### src/mrl_pkg.sv
// shared types, codes and helpers for the motor resistance/inductance identification core
// no dependencies
package mrl_pkg;

  // default parameter values
  localparam int unsigned STEP_BITS_DEF = 20;
  localparam int unsigned FRAC_BITS_DEF = 16;

  // widths fixed by the field definitions
  localparam int unsigned CFG_W  = 31;
  localparam int unsigned ADDR_W = 3;

  // configuration register indexes
  typedef enum logic [ADDR_W-1:0] {
    REG_IDLE_STEPS = 3'd0,
    REG_RES_STEPS  = 3'd1,
    REG_IND_STEPS  = 3'd2,
    REG_RES_CURR   = 3'd3,
    REG_IND_VOLT   = 3'd4,
    REG_PERIOD     = 3'd5
  } reg_idx_e;

  // routine stages
  localparam logic [2:0] STAGE_INIT  = 3'd0;
  localparam logic [2:0] STAGE_IDLE1 = 3'd1;
  localparam logic [2:0] STAGE_RES   = 3'd2;
  localparam logic [2:0] STAGE_IDLE2 = 3'd3;
  localparam logic [2:0] STAGE_IND   = 3'd4;
  localparam logic [2:0] STAGE_IDLE3 = 3'd5;
  localparam logic [2:0] STAGE_DONE  = 3'd6;

  // sequencer states
  typedef enum logic [2:0] {
    ST_IDLE,
    ST_MULK,
    ST_ACC,
    ST_DIV,
    ST_DIVEND,
    ST_MULV,
    ST_VT,
    ST_OUT
  } state_e;

  // what the running division is for
  typedef enum logic [1:0] {
    JOB_RES,
    JOB_AVG1,
    JOB_AVG2,
    JOB_IND
  } job_e;

  localparam logic signed [31:0] S32_MAX = 32'sh7fff_ffff;
  localparam logic signed [31:0] S32_MIN = 32'sh8000_0000;

  // saturate a 64-bit signed value to 32 bits
  function automatic logic signed [31:0] sat32(input logic signed [63:0] v);
    logic signed [31:0] r;
    if (v > 64'sh0000_0000_7fff_ffff) begin
      r = S32_MAX;
    end else if (v < -64'sh0000_0000_8000_0000) begin
      r = S32_MIN;
    end else begin
      r = v[31:0];
    end
    return r;
  endfunction

endpackage

### src/motor_rl_identification_core.sv
// top level of the motor resistance/inductance identification core
// depends on mrl_pkg
//
// One control tick goes in as one word and gives one result word. Ticks in
// init, idle and done stages and inductance ticks go from acceptance straight
// to the output state; resistance ticks pass the multiply and accumulate states
// first. The last resistance tick runs one 64-step division (none when the
// current target is zero) and the last inductance tick runs three (two when the
// current delta is zero). The divisions use the single shared radix-2 divider,
// one quotient bit per cycle, beside one shared registered
// multiplier. The input is not ready while a tick is being worked; the finished
// result sits in an output register so the next tick can be taken while it
// waits, and a stalled result side adds its stall to the tick after. There is
// no clearing pass after reset.
module motor_rl_identification_core #(
  parameter int unsigned STEP_BITS = mrl_pkg::STEP_BITS_DEF,
  parameter int unsigned FRAC_BITS = mrl_pkg::FRAC_BITS_DEF
) (
  input  logic                       clk_i,
  input  logic                       rst_ni,
  // configuration write port
  input  logic                       cfg_we_i,
  input  logic [mrl_pkg::ADDR_W-1:0] cfg_addr_i,
  input  logic [mrl_pkg::CFG_W-1:0]  cfg_wdata_i,
  // tick input
  input  logic                       s_axis_tvalid_i,
  output logic                       s_axis_tready_o,
  // current_d [31:0], bus_voltage [62:32]
  input  logic [63:0]                s_axis_tdata_i,
  // result output
  output logic                       m_axis_tvalid_o,
  input  logic                       m_axis_tready_i,
  // voltage_d_ref [31:0], drive_mode [32], routine_done [33], stage_now [36:34],
  // resistance [68:37], inductance [100:69], math_error [101]
  output logic [103:0]               m_axis_tdata_o
);
  import mrl_pkg::*;

  localparam int unsigned CNT_W = STEP_BITS + 1;
  localparam int unsigned SUM_W = STEP_BITS + 33;
  localparam logic signed [33:0] KI_GAIN = 34'((5 * (64'd1 << FRAC_BITS)) / 100);
  localparam logic [6:0] DIV_STEPS = 7'd64;

  // configuration registers
  logic [STEP_BITS-1:0] idle_cnt_q, res_cnt_q, ind_cnt_q;
  logic [CFG_W-1:0]     rtc_q, itv_q, per_q;

  // routine state
  state_e st_q, st_d;
  job_e   job_q, job_d;
  logic [2:0]              stage_q, stage_d;
  logic [CNT_W-1:0]        cnt_q, cnt_d;
  logic [31:0]             integ_q, integ_d;
  logic                    sign_q, sign_d;
  logic signed [SUM_W-1:0] sum_lo_q, sum_lo_d, sum_hi_q, sum_hi_d;
  logic signed [31:0]      res_q, res_d, ind_q, ind_d;
  logic                    err_q, err_d;

  // working registers
  logic [CFG_W-1:0]   vbus_q, vbus_d;
  logic signed [33:0] diff_q, diff_d;
  logic signed [67:0] mul_q;
  logic signed [33:0] mul_a, mul_b;
  logic signed [63:0] avg1_q, avg1_d;

  // divider registers
  logic [63:0] rem_q, rem_d;
  logic [63:0] quo_q, quo_d, dden_q, dden_d;
  logic [6:0]  dcnt_q, dcnt_d;
  logic        dneg_q, dneg_d;
  logic               div_go;
  logic signed [63:0] div_num, div_den;

  // output register
  logic               ovalid_q, ovalid_d;
  logic signed [31:0] ovref_q, ovref_d, ores_q, ores_d, oind_q, oind_d;
  logic               omode_q, omode_d, odone_q, odone_d, oerr_q, oerr_d;
  logic [2:0]         ostage_q, ostage_d, pstage_q, pstage_d;
  logic signed [31:0] pvref_q, pvref_d;
  logic               pmode_q, pmode_d, pdone_q, pdone_d;

  // scratch
  logic                    in_acc;
  logic [CNT_W-1:0]        cnt_inc;
  logic signed [SUM_W-1:0] lo_n, hi_n;
  logic signed [64:0]      acc_sum;
  logic [31:0]             acc_val;
  logic [64:0]             rem_sh;
  logic signed [63:0]      quot, vt_sh;

  assign s_axis_tready_o = (st_q == ST_IDLE);
  assign in_acc          = s_axis_tvalid_i && s_axis_tready_o;
  assign m_axis_tvalid_o = ovalid_q;
  assign m_axis_tdata_o  = {2'b00, oerr_q, oind_q, ores_q, ostage_q, odone_q, omode_q, ovref_q};

  // configuration writes
  always_ff @(posedge clk_i or negedge rst_ni) begin
    if (!rst_ni) begin
      idle_cnt_q <= STEP_BITS'(1000);
      res_cnt_q  <= STEP_BITS'(1000);
      ind_cnt_q  <= STEP_BITS'(1000);
      rtc_q      <= CFG_W'(64'd1 << FRAC_BITS);
      itv_q      <= CFG_W'(64'd1 << FRAC_BITS);
      per_q      <= CFG_W'(7);
    end else if (cfg_we_i) begin
      case (cfg_addr_i)
        REG_IDLE_STEPS: idle_cnt_q <= cfg_wdata_i[STEP_BITS-1:0];
        REG_RES_STEPS:  res_cnt_q  <= cfg_wdata_i[STEP_BITS-1:0];
        REG_IND_STEPS:  ind_cnt_q  <= cfg_wdata_i[STEP_BITS-1:0];
        REG_RES_CURR:   rtc_q      <= cfg_wdata_i;
        REG_IND_VOLT:   itv_q      <= cfg_wdata_i;
        REG_PERIOD:     per_q      <= cfg_wdata_i;
        default: ;
      endcase
    end
  end

  // shared multiplier operands
  always_comb begin
    if (st_q == ST_MULV) begin
      mul_a = $signed({3'b000, itv_q});
      mul_b = $signed({3'b000, per_q});
    end else begin
      mul_a = KI_GAIN;
      mul_b = diff_q;
    end
  end

  // sequencer, datapath and divider next values
  always_comb begin
    st_d = st_q;  job_d = job_q;  stage_d = stage_q;  cnt_d = cnt_q;
    integ_d = integ_q;  sign_d = sign_q;  sum_lo_d = sum_lo_q;  sum_hi_d = sum_hi_q;
    res_d = res_q;  ind_d = ind_q;  err_d = err_q;
    vbus_d = vbus_q;  diff_d = diff_q;  avg1_d = avg1_q;
    rem_d = rem_q;  quo_d = quo_q;  dden_d = dden_q;  dcnt_d = dcnt_q;  dneg_d = dneg_q;
    pvref_d = pvref_q;  pmode_d = pmode_q;  pdone_d = pdone_q;  pstage_d = pstage_q;
    ovalid_d = ovalid_q;  ovref_d = ovref_q;  omode_d = omode_q;  odone_d = odone_q;
    ostage_d = ostage_q;  ores_d = ores_q;  oind_d = oind_q;  oerr_d = oerr_q;
    div_go = 1'b0;  div_num = '0;  div_den = 64'sd1;
    cnt_inc = cnt_q + CNT_W'(1);
    lo_n = sum_lo_q + SUM_W'($signed(s_axis_tdata_i[31:0]));
    hi_n = sum_hi_q + SUM_W'($signed(s_axis_tdata_i[31:0]));
    acc_sum = (cnt_q == '0) ? 65'sd0 : $signed({33'd0, integ_q});
    acc_sum = acc_sum + 65'(mul_q >>> FRAC_BITS);
    if (acc_sum > $signed({34'd0, vbus_q})) begin
      acc_val = {1'b0, vbus_q};
    end else if (acc_sum < 65'sd0) begin
      acc_val = '0;
    end else begin
      acc_val = acc_sum[31:0];
    end
    rem_sh = {rem_q, quo_q[63]};
    quot = dneg_q ? -$signed(quo_q) : $signed(quo_q);
    vt_sh = 64'(mul_q >>> FRAC_BITS) <<< FRAC_BITS;

    if (ovalid_q && m_axis_tready_i) begin
      ovalid_d = 1'b0;
    end

    case (st_q)
      ST_IDLE: begin
        if (in_acc) begin
          vbus_d = s_axis_tdata_i[62:32];
          pstage_d = stage_q;  pvref_d = '0;  pmode_d = 1'b0;  pdone_d = 1'b0;
          st_d = ST_OUT;
          case (stage_q)
            STAGE_INIT: stage_d = STAGE_IDLE1;
            STAGE_IDLE1, STAGE_IDLE2, STAGE_IDLE3: begin
              if (cnt_inc > CNT_W'(idle_cnt_q)) begin
                cnt_d = '0;
                stage_d = stage_q + 3'd1;
              end else begin
                cnt_d = cnt_inc;
              end
            end
            STAGE_RES: begin
              diff_d = $signed({3'b000, rtc_q}) - 34'($signed(s_axis_tdata_i[31:0]));
              st_d = ST_MULK;
            end
            STAGE_IND: begin
              if (sign_q) sum_lo_d = lo_n;
              else        sum_hi_d = hi_n;
              sign_d = !sign_q;
              pvref_d = !sign_q ? $signed({1'b0, itv_q}) : -$signed({1'b0, itv_q});
              pmode_d = 1'b1;
              cnt_d = cnt_inc;
              if (cnt_inc > CNT_W'(ind_cnt_q)) begin
                div_go = 1'b1;
                div_num = 64'(sign_q ? lo_n : sum_lo_q) <<< 1;
                div_den = $signed(64'(cnt_inc));
                job_d = JOB_AVG1;
                st_d = ST_DIV;
              end
            end
            default: pdone_d = 1'b1;
          endcase
        end
      end
      ST_MULK: st_d = ST_ACC;
      ST_ACC: begin
        integ_d = acc_val;
        pvref_d = $signed(acc_val);
        pmode_d = 1'b1;
        st_d = ST_OUT;
        if (cnt_inc > CNT_W'(res_cnt_q)) begin
          pvref_d = '0;  pmode_d = 1'b0;
          cnt_d = '0;
          stage_d = STAGE_IDLE2;
          if (rtc_q == '0) begin
            res_d = S32_MAX;
          end else begin
            div_go = 1'b1;
            div_num = $signed(64'(acc_val) << FRAC_BITS);
            div_den = $signed(64'(rtc_q));
            job_d = JOB_RES;
            st_d = ST_DIV;
          end
        end else begin
          cnt_d = cnt_inc;
        end
      end
      ST_DIV: begin
        if (rem_sh >= {1'b0, dden_q}) begin
          rem_d = 64'(rem_sh - {1'b0, dden_q});
          quo_d = {quo_q[62:0], 1'b1};
        end else begin
          rem_d = rem_sh[63:0];
          quo_d = {quo_q[62:0], 1'b0};
        end
        dcnt_d = dcnt_q - 7'd1;
        if (dcnt_q == 7'd1) st_d = ST_DIVEND;
      end
      ST_DIVEND: begin
        case (job_q)
          JOB_RES: begin
            res_d = sat32(quot);
            st_d = ST_OUT;
          end
          JOB_AVG1: begin
            avg1_d = quot;
            div_go = 1'b1;
            div_num = 64'(sum_hi_q) <<< 1;
            div_den = $signed(64'(cnt_q));
            job_d = JOB_AVG2;
            st_d = ST_DIV;
          end
          JOB_AVG2: begin
            avg1_d = avg1_q - quot;
            st_d = ST_MULV;
          end
          default: begin
            ind_d = sat32(quot);
            err_d = 1'b0;
            st_d = ST_OUT;
          end
        endcase
      end
      ST_MULV: st_d = ST_VT;
      ST_VT: begin
        if (avg1_q == '0) begin
          err_d = 1'b1;
          st_d = ST_OUT;
        end else begin
          div_go = 1'b1;
          div_num = vt_sh;
          div_den = avg1_q;
          job_d = JOB_IND;
          st_d = ST_DIV;
        end
      end
      default: begin
        if (!ovalid_q || m_axis_tready_i) begin
          ovalid_d = 1'b1;
          ovref_d = pvref_q;  omode_d = pmode_q;  odone_d = pdone_q;  ostage_d = pstage_q;
          ores_d = res_q;  oind_d = ind_q;  oerr_d = err_q;
          st_d = ST_IDLE;
        end
      end
    endcase

    // end of inductance stage: clean up once the last division is launched or skipped, and again when it finishes
    if ((st_q == ST_VT) || (st_q == ST_DIVEND && job_q == JOB_IND)) begin
      pvref_d = '0;  pmode_d = 1'b0;
      cnt_d = '0;  stage_d = STAGE_IDLE3;  sign_d = 1'b1;
      sum_lo_d = '0;  sum_hi_d = '0;
    end

    // load the divider with magnitudes
    if (div_go) begin
      rem_d = '0;
      quo_d = div_num[63] ? 64'(-div_num) : 64'(div_num);
      dden_d = div_den[63] ? 64'(-div_den) : 64'(div_den);
      dneg_d = div_num[63] ^ div_den[63];
      dcnt_d = DIV_STEPS;
    end
  end

  // state and data registers
  always_ff @(posedge clk_i or negedge rst_ni) begin
    if (!rst_ni) begin
      st_q <= ST_IDLE;  job_q <= JOB_RES;  stage_q <= STAGE_INIT;  cnt_q <= '0;
      integ_q <= '0;  sign_q <= 1'b1;  sum_lo_q <= '0;  sum_hi_q <= '0;
      res_q <= '0;  ind_q <= '0;  err_q <= 1'b0;
      dcnt_q <= '0;  ovalid_q <= 1'b0;
    end else begin
      st_q <= st_d;  job_q <= job_d;  stage_q <= stage_d;  cnt_q <= cnt_d;
      integ_q <= integ_d;  sign_q <= sign_d;  sum_lo_q <= sum_lo_d;  sum_hi_q <= sum_hi_d;
      res_q <= res_d;  ind_q <= ind_d;  err_q <= err_d;
      dcnt_q <= dcnt_d;  ovalid_q <= ovalid_d;
    end
  end

  // payload registers
  always_ff @(posedge clk_i) begin
    vbus_q <= vbus_d;  diff_q <= diff_d;  avg1_q <= avg1_d;
    mul_q <= mul_a * mul_b;
    rem_q <= rem_d;  quo_q <= quo_d;  dden_q <= dden_d;  dneg_q <= dneg_d;
    pvref_q <= pvref_d;  pmode_q <= pmode_d;  pdone_q <= pdone_d;  pstage_q <= pstage_d;
    ovref_q <= ovref_d;  omode_q <= omode_d;  odone_q <= odone_d;  ostage_q <= ostage_d;
    ores_q <= ores_d;  oind_q <= oind_d;  oerr_q <= oerr_d;
  end

  // checks
  a_div_den: assert property (@(posedge clk_i) disable iff (!rst_ni)
    (st_q == ST_DIV) |-> (dden_q != '0))
    else $error("divider running with zero divisor");
  a_div_cnt: assert property (@(posedge clk_i) disable iff (!rst_ni)
    (st_q == ST_DIV) |-> (dcnt_q != '0))
    else $error("divider step count exhausted");
  a_stage_range: assert property (@(posedge clk_i) disable iff (!rst_ni)
    (stage_q <= STAGE_DONE))
    else $error("stage code beyond the done stage reached");
  a_out_load: assert property (@(posedge clk_i) disable iff (!rst_ni)
    (st_q == ST_OUT && st_d == ST_IDLE) |=> ovalid_q)
    else $error("result word lost on load");
endmodule
### config.mk
export PLATFORM = sky130hd
export DESIGN_NAME = motor_rl_identification_core
export DESIGN_NICKNAME = d
export VERILOG_FILES = /design/src/mrl_pkg.sv /design/src/motor_rl_identification_core.sv
export SDC_FILE = /design/constraint.sdc
export NUM_CORES = 2
export LEC_CHECK = 0
export BUFFER_PORTS_ARGS = -buffer_cell sky130_fd_sc_hd__buf_2
export CAP_MARGIN = 20
export CORE_ASPECT_RATIO = 0.6
export CORE_MARGIN = 1.5
export CORE_UTILIZATION = 40
export DETAILED_ROUTE_END_ITERATION = 16
export PLACE_DENSITY = 0.61
export SYNTH_ARGS = -nofsm -noshare
export SYNTH_HDL_FRONTEND = slang
export SYNTH_SLANG_ARGS = --single-unit
### constraint.sdc
create_clock -name clk_i -period 11.7 [get_ports clk_i]
set_clock_uncertainty 0.2 [all_clocks]
set_input_delay 2.34 -clock clk_i [delete_from_list [all_inputs] [get_ports clk_i]]
set_output_delay 2.34 -clock clk_i [all_outputs]
set_load 0.03 [all_outputs]
==> run summary <==
Status: complete, but fails checks
Failing checks: slew limit
Setup tns final: 0 ns
Drt first-iter violations: 9744
RSZ-0062 raised after global routing: no
Worst Path Max Fanout: 11
Die area: 0.242 mm2
Critical path's slowest cell: nor3_2
Tmin final: 11.25 ns
Most instantiated cells after synthesis: inv_1, nand2_1, fa_1, o21ai_0, ha_1
Register area share after synthesis: 0.248
Max Freq: 88.9 MHz
Layout cells sized above 1: 0.0809
Gr usage total: 0.289
CTS tree: built
Synth unique cells: 111
Slew at the pin with the worst max-slew slack: 1.76 ns
Ports: 209
Yosys top cell by area: fa_1
Main flop type after synthesis: dfrtp_1
Drt first pass iters: 9
Longest Clk Path Bufs: 3
Final setup vio count: 0
Clk root buf: clkbuf_16
Die extent in x: 635 um
CP Launch Type: flip-flop
CORE AREA: 0.237 mm2
Max-capacitance violation count: 0
Most Frequent Cell on Critical Path: buf_4
Via density: 5.76
Fillcell total: 23100
H-Tree Depth: 3
Cells after Synth: 10700
Period Utilization, post-route: 0.962
Crit path capture type: flip-flop
HPWL after DPL: 282000 um
CP required: 12.11 ns
Clock sink count: 904
Synthesized area: 0.0958 mm2
Post-synth EDFFs: 363
FFs w/ async S/R, synth: 0.436
Vias in the first global route: 79400
Num CTS Buffers: 100
Syn. warnings: 0
Drt total wl: 351000 um
Synth area leaders: fa_1, edfxtp_1, dfrtp_1
Initial antenna violation count: 48
Residual DRC: 0
CTS Hold Buffers Added: 0
#FFs+latches synth: 904
Data arrival time of the critical path: 11.66 ns
Syn avg cell area: 8.95 um2
Gp weighted congestion: 0.993
Most numerous cell in the Yosys netlist: inv_1
Reg clk slew, reported paths: 0.07 ns
Fin nets: 12600
Worst hold path type: flip-flop to flip-flop
Resized Gates After CTS: 0
Area Growth Syn to Fin: 9.26%
Post-CTS setup repair buffer count: 0
IO Port Bufs: 205
Grt total ovfl: 0
Worst rel slew slack: -0.176
Skew-Pair Late Insertion Delay: 0.78 ns
Global-route wire length before repair: 524000 um
CP delay by family, top: simple AND/OR/NAND/NOR gates
Synth top area share: 0.227
Initial Utilization: 0.404
Vias: 80900
Pin count of the biggest net entering global routing: 144
Row Count: 138
DRT antenna net count: 0
Critical Path Max Stage Delay: 0.80 ns
Hold Vio Cnt, Final: 0
Die H: 382 um
CP bufs+invs: 6
Slew Limit Fails: 28
WL/cell: 24.9 um
Crit Path Class: flip-flop to flip-flop
[cell families after synthesis]
group | count (synthesis) | share of synthesized area
buf+inv | 2143 | 0.0848
compound gates | 2057 | 0.140
mux | 153 | 0.0174
flops | 904 | 0.248
other cells | 2 | 0.0000784
simple gates | 3250 | 0.158
fa+ha+maj | 1678 | 0.304
xor+xnor | 515 | 0.0471
[through the flow]
| step | hold WS [ns] | setup WS [ns] | instance area (um2) | utilization | instances |
|---|---|---|---|---|---|
| final | 0.222 | 0.449 | 105000 | 0.442 | 14100 |
| after global routing | 0.230 | 0.119 | 105000 | 0.442 | 14000 |
| after CTS | 0.219 | 0.771 | 104000 | 0.441 | 14000 |
| after detailed placement | 0.212 | 0.799 | 101000 | 0.426 | 13800 |
| after global placement | 0.215 | 0.873 | 101000 | 0.426 | 13800 |
| after floorplan | 0.200 | 2.18 | 96100 | - | 10800 |
[final cells by class]
class                      count  area (um2)  share of cell area
tap                         3150        3940              0.0377
sequential                   904       23700               0.227
antenna                       24        60.1            0.000574
clock inverter                59         701             0.00670
multi-input combinational   7742       64400               0.616
timing repair buffer         451        2970              0.0284
clock buffer                 130        2790              0.0266
inverter                    1595        5990              0.0572
[metal layers]
layer,part of all wire,global-route usage,vias to the layer above
met5,0.00012,0,-
met4,0.033,0.0876,8
met3,0.13,0.0863,510
met2,0.38,0.382,4238
met1,0.46,0.446,40500
li1,-,-,35700
[path summary, 6_finish.rpt]
| path | startpoint | to | slack (ns) | cells past startpoint |
|---|---|---|---|---|
| setup / recovery | cnt_q[1] | quo_q[62] | 0.45 | 36 |
| hold / removal | pvref_q[19] | ovref_q[19] | 0.22 | 0 |
| setup reg to reg | cnt_q[1] | quo_q[62] | 0.45 | 36 |
| hold reg to reg | pvref_q[19] | ovref_q[19] | 0.22 | 0 |
| max in group asynchronous | rst_ni | sum_hi_q[45] | 7.55 | 3 |
| min in group asynchronous | rst_ni | cnt_q[17] | 1.42 | 1 |
[flip-flops by register name, summed over array words and instances (netlist names), 33 cells and up]
| register | count |
|---|---|
| quo_q | 64 |
| sum_lo_q | 53 |
| avg1_q | 64 |
| rem_q | 64 |
| sum_hi_q | 53 |
| mul_q | 50 |
| diff_q | 33 |
| dden_q | 64 |
[cells in the final DEF (no fill, tap or decap), drive strengths merged, types with 27 or more instances in the layout]
| cell type | count |
|---|---|
| o21a | 66 |
| dfxtp | 147 |
| dfrtp | 370 |
| nand2 | 1506 |
| fa | 1086 |
| xor2 | 236 |
| a31oi | 70 |
| o21bai | 50 |
| nor2b | 95 |
| a21o | 203 |
| clkinv | 30 |
| a21boi | 27 |
| o22a | 62 |
| or2 | 38 |
| o31ai | 57 |
| xnor2 | 279 |
| clkbuf | 131 |
| a21oi | 460 |
| a22oi | 50 |
| nand4 | 90 |
| conb | 89 |
| a22o | 44 |
| buf | 450 |
| ha | 592 |
| nand3 | 247 |
| edfxtp | 363 |
| mux2i | 47 |
| a222oi | 36 |
| nor2 | 490 |
| nand2b | 71 |
| mux2 | 106 |
| o21ai | 602 |
| inv | 1606 |
| or4 | 28 |
| nor4 | 53 |
| and2 | 91 |
| or3 | 55 |
| nor3 | 131 |
| and3 | 290 |
| a211oi | 83 |
Power is left out: the tool's default activity adds up to more than one toggle a clock period on the data nets, which glitch-free logic cannot reach.
